`config.mk`:
```
export PLATFORM = sky130hd
export DESIGN_NAME = bsc_temp
export DESIGN_NICKNAME = d
export VERILOG_FILES = /design/src/rtl/bsc_pkg.sv /design/src/rtl/bsc_temp.sv
export SDC_FILE = /design/constraint.sdc
export NUM_CORES = 2
export LEC_CHECK = 0
export BUFFER_PORTS_ARGS = -buffer_cell sky130_fd_sc_hd__buf_2
export CORE_MARGIN = 10
export CORE_UTILIZATION = 48
export CTS_BUF_LIST = sky130_fd_sc_hd__clkbuf_2 sky130_fd_sc_hd__clkbuf_4 sky130_fd_sc_hd__clkbuf_8
export CTS_CLUSTER_DIAMETER = 40
export DETAILED_ROUTE_END_ITERATION = 8
export GPL_ROUTABILITY_DRIVEN = 1
export PLACE_DENSITY = 0.66
export SETUP_SLACK_MARGIN = 0.1
export SLEW_MARGIN = 20
export SYNTH_ARGS = -nofsm -noshare
export SYNTH_HDL_FRONTEND = slang
export SYNTH_SLANG_ARGS = --single-unit
```
`constraint.sdc`:
```
create_clock -name clk -period 6.6 [get_ports clk]
set_input_delay 0.99 -clock clk [delete_from_list [all_inputs] [get_ports clk]]
set_output_delay 0.99 -clock clk [all_outputs]
set_load 0.01 [all_outputs]
```
`src/rtl/bsc_pkg.sv`:
```
package bsc_pkg;

	localparam int RAW_W    = 20;
	localparam int TEMP_W   = 16;
	localparam int PRESS_W  = 32;
	localparam int CFG_W    = 64;
	localparam int CFG_IDX_W = 2;
	localparam int FINE_W   = 28;
	localparam int V1_W     = 29;
	localparam int DEN_W    = 31;
	localparam int DIV_W    = 64;
	localparam int REM_W    = DEN_W;

	localparam logic signed [FINE_W-1:0] FINE_OFFSET = FINE_W'(128000);
	localparam logic [RAW_W:0]           PRESS_BASE  = (RAW_W+1)'(1048576);
	localparam logic signed [63:0]       V1_BIAS     = 64'sh0000_8000_0000_0000;
	localparam logic signed [63:0]       NUM_SCALE   = 64'sd3125;

	typedef enum logic [CFG_IDX_W-1:0] {
		REG_TEMP_CALIB    = 2'd0,
		REG_PRESS_CALIB_A = 2'd1,
		REG_PRESS_CALIB_B = 2'd2,
		REG_PRESS_CALIB_C = 2'd3
	} cfg_reg_t;

	typedef struct packed {
		logic        [15:0] t1;
		logic signed [15:0] t2;
		logic signed [15:0] t3;
		logic        [15:0] p1;
		logic signed [15:0] p2;
		logic signed [15:0] p3;
		logic signed [15:0] p4;
		logic signed [15:0] p5;
		logic signed [15:0] p6;
		logic signed [15:0] p7;
		logic signed [15:0] p8;
		logic signed [15:0] p9;
	} calib_t;

	// data that rides alongside the division
	typedef struct packed {
		logic signed [TEMP_W-1:0] temp_centi;
		logic                     neg;
		logic                     zero;
	} side_t;

endpackage

```
`src/rtl/bsc_temp.sv`:
```
module bsc_temp (
	input  logic                                    clk,
	input  logic                                    arst_n,
	input  logic                                    ce,
	input  bsc_pkg::calib_t                         calib,
	input  logic                                    in_valid,
	input  logic [bsc_pkg::RAW_W-1:0]               raw_temperature,
	input  logic [bsc_pkg::RAW_W-1:0]               raw_pressure,
	output logic                                    out_valid,
	output logic signed [bsc_pkg::TEMP_W-1:0]       temp_centi,
	output logic signed [bsc_pkg::V1_W-1:0]         v1,
	output logic [bsc_pkg::RAW_W-1:0]               adc_p
);

	logic                             vld_s1, vld_s2, vld_s3, vld_s4, vld_s5;
	logic signed [18:0]               ta_s1;
	logic signed [17:0]               td_s1;
	logic signed [34:0]               tam_s2;
	logic signed [35:0]               dd_s2;
	logic signed [23:0]               a_s3;
	logic signed [39:0]               bm_s3;
	logic signed [bsc_pkg::FINE_W-1:0] fine_s4;
	logic signed [30:0]               tcr;
	logic signed [22:0]               tc;
	logic signed [bsc_pkg::TEMP_W-1:0] tout_s5;
	logic signed [bsc_pkg::V1_W-1:0]   v1_s5;
	logic [bsc_pkg::RAW_W-1:0]         adcp_s1, adcp_s2, adcp_s3, adcp_s4, adcp_s5;

	assign tcr = 31'(fine_s4) * 31'sd5 + 31'sd128;
	assign tc  = $signed(tcr[30:8]);

	always_ff @(posedge clk or negedge arst_n) begin
		if (!arst_n) begin
			vld_s1 <= 1'b0;
			vld_s2 <= 1'b0;
			vld_s3 <= 1'b0;
			vld_s4 <= 1'b0;
			vld_s5 <= 1'b0;
		end else if (ce) begin
			vld_s1 <= in_valid;
			vld_s2 <= vld_s1;
			vld_s3 <= vld_s2;
			vld_s4 <= vld_s3;
			vld_s5 <= vld_s4;
		end
	end

	always_ff @(posedge clk) begin
		if (ce) begin
			ta_s1   <= $signed({2'b00, raw_temperature[19:3]}) - $signed({2'b00, calib.t1, 1'b0});
			td_s1   <= $signed({2'b00, raw_temperature[19:4]}) - $signed({2'b00, calib.t1});
			adcp_s1 <= raw_pressure;

			tam_s2  <= 35'(ta_s1) * 35'(calib.t2);
			dd_s2   <= 36'(td_s1) * 36'(td_s1);
			adcp_s2 <= adcp_s1;

			a_s3    <= $signed(tam_s2[34:11]);
			bm_s3   <= 40'($signed(dd_s2[35:12])) * 40'(calib.t3);
			adcp_s3 <= adcp_s2;

			fine_s4 <= bsc_pkg::FINE_W'(a_s3) + bsc_pkg::FINE_W'($signed(bm_s3[39:14]));
			adcp_s4 <= adcp_s3;

			// clamp to the 16-bit output range
			if (tc < -23'sd32768)
				tout_s5 <= -16'sd32768;
			else if (tc > 23'sd32767)
				tout_s5 <= 16'sd32767;
			else
				tout_s5 <= $signed(tc[15:0]);
			v1_s5   <= bsc_pkg::V1_W'(fine_s4) - bsc_pkg::V1_W'(bsc_pkg::FINE_OFFSET);
			adcp_s5 <= adcp_s4;
		end
	end

	assign out_valid  = vld_s5;
	assign temp_centi = tout_s5;
	assign v1         = v1_s5;
	assign adc_p      = adcp_s5;

endmodule

```
**Yosys cells after proc, flatten, opt, wreduce, memory -nomap -nowiden**

Cells that the tools add are included.

- Output and inout port bits: 66
- Word-level logic and storage cells: 31
- Bits in registers: 347

- $lt $le $gt $ge: 2
- Multiplexer cells: 1
- $add $sub $neg: 5
- Multipliers: 4

Operators with widths:

| operator | count |
|---|---|
| 24-bit by 16-bit multiplier with 40-bit output | 1 |
| 17-bit by 17-bit multiplier with 34-bit output | 1 |
| 18-bit by 16-bit multiplier with 34-bit output | 1 |
| 31-bit by 9-bit adder with 31-bit output, second input constant | 1 |
| 27-bit by 4-bit multiplier with 31-bit output, second input constant | 1 |
| 27-bit by 18-bit subtractor with 28-bit output, second input constant | 1 |
| 24-bit by 26-bit adder with 27-bit output | 1 |
| 23-bit by 16-bit greater-than comparator with 1-bit output, second input constant | 1 |
| 23-bit by 16-bit less-than comparator with 1-bit output, second input constant | 1 |
| 17-bit by 17-bit subtractor with 18-bit output | 1 |
| 16-bit by 16-bit subtractor with 17-bit output | 1 |
| 16-bit two-way mux | 1 |

**Longest topological paths before layout**

- Depth in word-level cells: 4
- Mapped depth: 27
- Depth with buffers taken out: 25

**Worst setup path before layout**

OpenSTA, ideal clock, no wires.

- Path kind: input -> register
- Start: input calib[166] (netlist name)
- End: register tam_s2[33], data pin
- Library setup time: 258 ps
- Data required time: 6342 ps
- Path buffers: 2
- Slack: -577 ps
- Cell stages on the path: 23
- Arrival time: 6919 ps
- Path through: clkbuf_1 clkbuf_1 nand2_1 fa_1 inv_1 fa_1 inv_1 fa_1 fa_1 fa_1 fa_1 inv_1 ha_1 a21o_1 a31o_1 a31oi_2 o21a_1 o21ai_2 a2111oi_4 nor3_2 o2111a_1 a311o_1 xnor2_1

- Word-level cells in the longest chain between the ends: 1

RTL lines:

| item | RTL line | source |
|---|---|---|
| start, declared | bsc_temp.sv:5 | `input bsc_pkg::calib_t calib,` |
| 18-bit by 16-bit multiplier with 34-bit output | bsc_temp.sv:54 | `tam_s2 <= 35'(ta_s1) * 35'(calib.t2);` |
| end signal, assigned | bsc_temp.sv:54 |  |
| end, declared | bsc_temp.sv:18 | `logic signed [34:0] tam_s2;` |

Every way passes these cells.
A chain may end at the register's enable or synchronous reset.

==> flow_summary.toml <==
[timing]
tightestPinTransition_ns = 0.929
worst_slack_ns = 0.117
unrepaired_setup_endpoints_after_global_routing = "yes"
period_share_pct = 98.2
timing_max_transition_violations_final = 0
hold_viol = 0
max_freq_mhz = 154
layout_min_cycle_time_ns = 6.48
setup_violations = 0
max-slew-margin-rel_pct = 38.1
clock-skew-final_ns = 0.0358

[clock_tree]
clock_sink_count = 288
clk-insertion-delay-late_ns = 0.65
clk_pin_slew_ns = 0.06
holdBufCountCts = 0
ctsHtreeMaxLevel = 2
cts.path.max_buffers = 3
cts_tree = "built"
clock_tree.root_cell = "clkbuf_8"
cts_buffers = 50

[cells_and_area]
post_route_cells_drive_above_1_share_pct = 14.6
finalNetCount = 6281
finalCoreUtilization_pct = 55.1
area.growth.synth_to_final_pct = 14.2

[detailed_routing]
detailedRoute.firstIterationViolations = 1493
ant_nets = 0
first_pass_iteration_count_of_the_detailed_router = 5
drt_drc_violations_left = 0
post_drt_via_cell_ratio = 4.93
wire_per_inst_um = 16.2
vias = 29802
postRouteWirelength_um = 97900

[placed_design]
port_buffers = 154
pre_cts_slack_ns = -0.514
dp_hpwl_um = 82600
finalWeightedCongestion = 0.867

[outcome]
status = "completed"

[setup_path]
slowest_delay_ns = 0.58
critical-path-top-cell-by-count = "fa_1"
worst_ep_arrival_time_ns = 6.86
crit_type = "flop to flop"
crit_path_max_fanout = 6
critical_path.slowest_cell = "fa_2"
critPathLaunchType = "flop"
cp_data_required_time_ns = 6.98
crit_path_end_kind = "flop"
path_cells = "buf_6, buf_12, and2_1, fa_1, inv_1, fa_2, fa_1, fa_1, fa_1, inv_1, fa_1, ha_4, a22oi_1, o211ai_1, a22o_1, a31o_4, a41oi_2, buf_4, a21boi_0, o21a_1, o21a_1, nor2_2, xnor2_1"

[global_routing]
global_route.usage.total_pct = 18.9
grt_pass1_vias = 32696
globalRoute.totalOverflow = 0
grt_start_max_net_pins = 159
grt_first_pass_wirelength_um = 165000
number_of_antenna_violations_at_the_first_check_in_global_routing = 6

[yosys]
synth_area_leaders = "fa_1 (41%), edfxtp_1 (19%), ha_1 (10%)"
synth_top_cell_by_area = "fa_1"
post_synth_inst_count = 4341
dominantRegCellSynth = "edfxtp_1"
synth_enable_flop_cells = 283
synthesis.area_mm2 = 0.0449
warnings_from_yosys = 0
synth_cell_type_count = 79
top_area_cell_type_share_of_the_netlist_area_pct = 41.0
synth_seq_cells = 288
syn_avg_cell_area_um2 = 10.4
synth_seq_area_share_pct = 19.2
async_flop_share_pct = 1.74
syn-num-nets = 5869

[die]
floorplan.initialDensity_pct = 48.3
placementRows = 112
core_area_mm2 = 0.0930
floorplan.io_pins = 302
floorplan.die.width_um = 326
die_area_mm2 = 0.106
fp.dieH_um = 326

[worst_hold_path]
hold_path.class = "input port to asynchronous set/reset pin"

[job]
drv_cap = 0
[synth_stat cells (all sizes together), types with 4 or more instances]
cell type and n:
inv 1120, fa 920, nand2 470, ha 372, and2 315, edfxtp 283, nor2 147, clkbuf 132
xnor2 114, a21oi 74, o21ai 55, xor2 46, a21o 38, nor3 28, nand2b 22, o21a 19
nand3 17, nor2b 17, nand4 14, o21bai 10, a31oi 9, and3 9, a211oi 8, o211ai 6
a31o 5, dfrtp 5, mux2 5, nor4 5, or2 5, a2111oi 4, a41oi 4, and4 4
o22ai 4, o41a 4
[path summary, 6_finish.rpt]
| kind | from | to | slack [ns] | depth (start not counted) |
|---|---|---|---|---|
| min reg2reg | adcp_s4[3] | adc_p[3] | 0.39 | 0 |
| max in group asynchronous | arst_n | vld_s2 | 6.30 | 1 |
| min | arst_n | vld_s4 | 0.17 | 1 |
| max | ta_s1[5] | dd_s2[25] | 0.12 | 23 |
| max reg2reg | ta_s1[5] | dd_s2[25] | 0.12 | 23 |
| min in group clk | adcp_s4[3] | adc_p[3] | 0.39 | 0 |
[cell usage in the layout (no fill, tap or decap), drive strengths merged, types with 6 or more instances in the layout]
cell type  count
edfxtp       283
nand3         17
a31oi          9
nand2b        22
o211ai         6
nand4         14
nor2b         17
o21a          19
a21o          38
and2         315
buf          492
clkinv        21
a21oi         74
nor2         147
o21ai         55
and3           9
clkbuf        66
a211oi         8
ha           372
nand2        470
o21bai        10
nor3          28
xor2          46
inv         1123
fa           920
xnor2        114
[sequential cells by signal (all words and copies together), names as in the netlist]
register,count
a_s3,23
adc_p,20
adcp_s1,20
adcp_s2,20
adcp_s3,20
adcp_s4,20
bm_s3,26
dd_s2,22
fine_s4,27
out_valid,1
ta_s1,18
tam_s2,23
temp_centi,16
v1,28
vld_s1,1
vld_s2,1
vld_s3,1
vld_s4,1
[final cells by class]
| type | instances | area, um2 |
|---|---|---|
| timing repair buffer | 495 | 3900 |
| multi-input combinational | 2798 | 32000 |
| clock inverter | 28 | 213 |
| sequential | 288 | 8620 |
| antenna | 3 | 7.51 |
| fill | 8148 | 41700 |
| inverter | 1120 | 4200 |
| tap | 1254 | 1570 |
| clock buffer | 63 | 786 |
[metal layers]
metal / share of wire, % / track usage, % / wire length, um / up-vias
met2: 49 / 32.3 / 47600 / 683
li1: - / - / - / 13865
met3: 5.5 / 3.11 / 5400 / 141
met5: 0.025 / 0 / 24 / -
met1: 43 / 24.9 / 42600 / 15109
met4: 2.4 / 4.58 / 2330 / 4
[critical path, delay by kind of cell (launching register included)]
kind	cells	cell delay, ns
adder cells (fa/ha/maj)	7	3.33
AO/OA/AOI/OAI	8	1.61
AND/OR/NAND/NOR	2	0.26
XOR/XNOR	1	0.07
flip-flops	1	0.41
buffers and inverters	5	0.56
[cell families (layout without fill, tap and decap cells)]
logic type,after synthesis,in the layout,share of synthesized area (%)
adder cells (fa/ha/maj),1292,1292,51.3
buffers and inverters,1255,1706,10.5
AND/OR/NAND/NOR,1064,1064,11.4
flip-flops,288,288,19.2
AO/OA/AOI/OAI,277,277,4.29
XOR/XNOR,160,160,3.12
multiplexers,5,5,0.125
other,0,3,0
[metrics by stage]
step,hold WS (ns),instances,instance area (um2),TNS (ns)
2_1_floorplan,0.400,4341,45300,-0.0959
3_3_place_gp,0.400,5920,49600,-7.48
3_5_place_dp,0.405,5920,49600,-8.76
4_1_cts,0.114,6017,50700,0
5_1_grt,0.121,6046,51300,-0.307
6_report,0.171,6049,51300,0
[what timing repair did]
action	CTS	global route
setup buffers	6	28
setup endpoints to repair	9	24
endpoints found under the hold margin	0	0
gates resized for setup	7	87
pin swaps	0	28
gates cloned	0	1
Power is left out: the tool's default activity adds up to more than one toggle a clock period on the data nets, which glitch-free logic cannot reach.
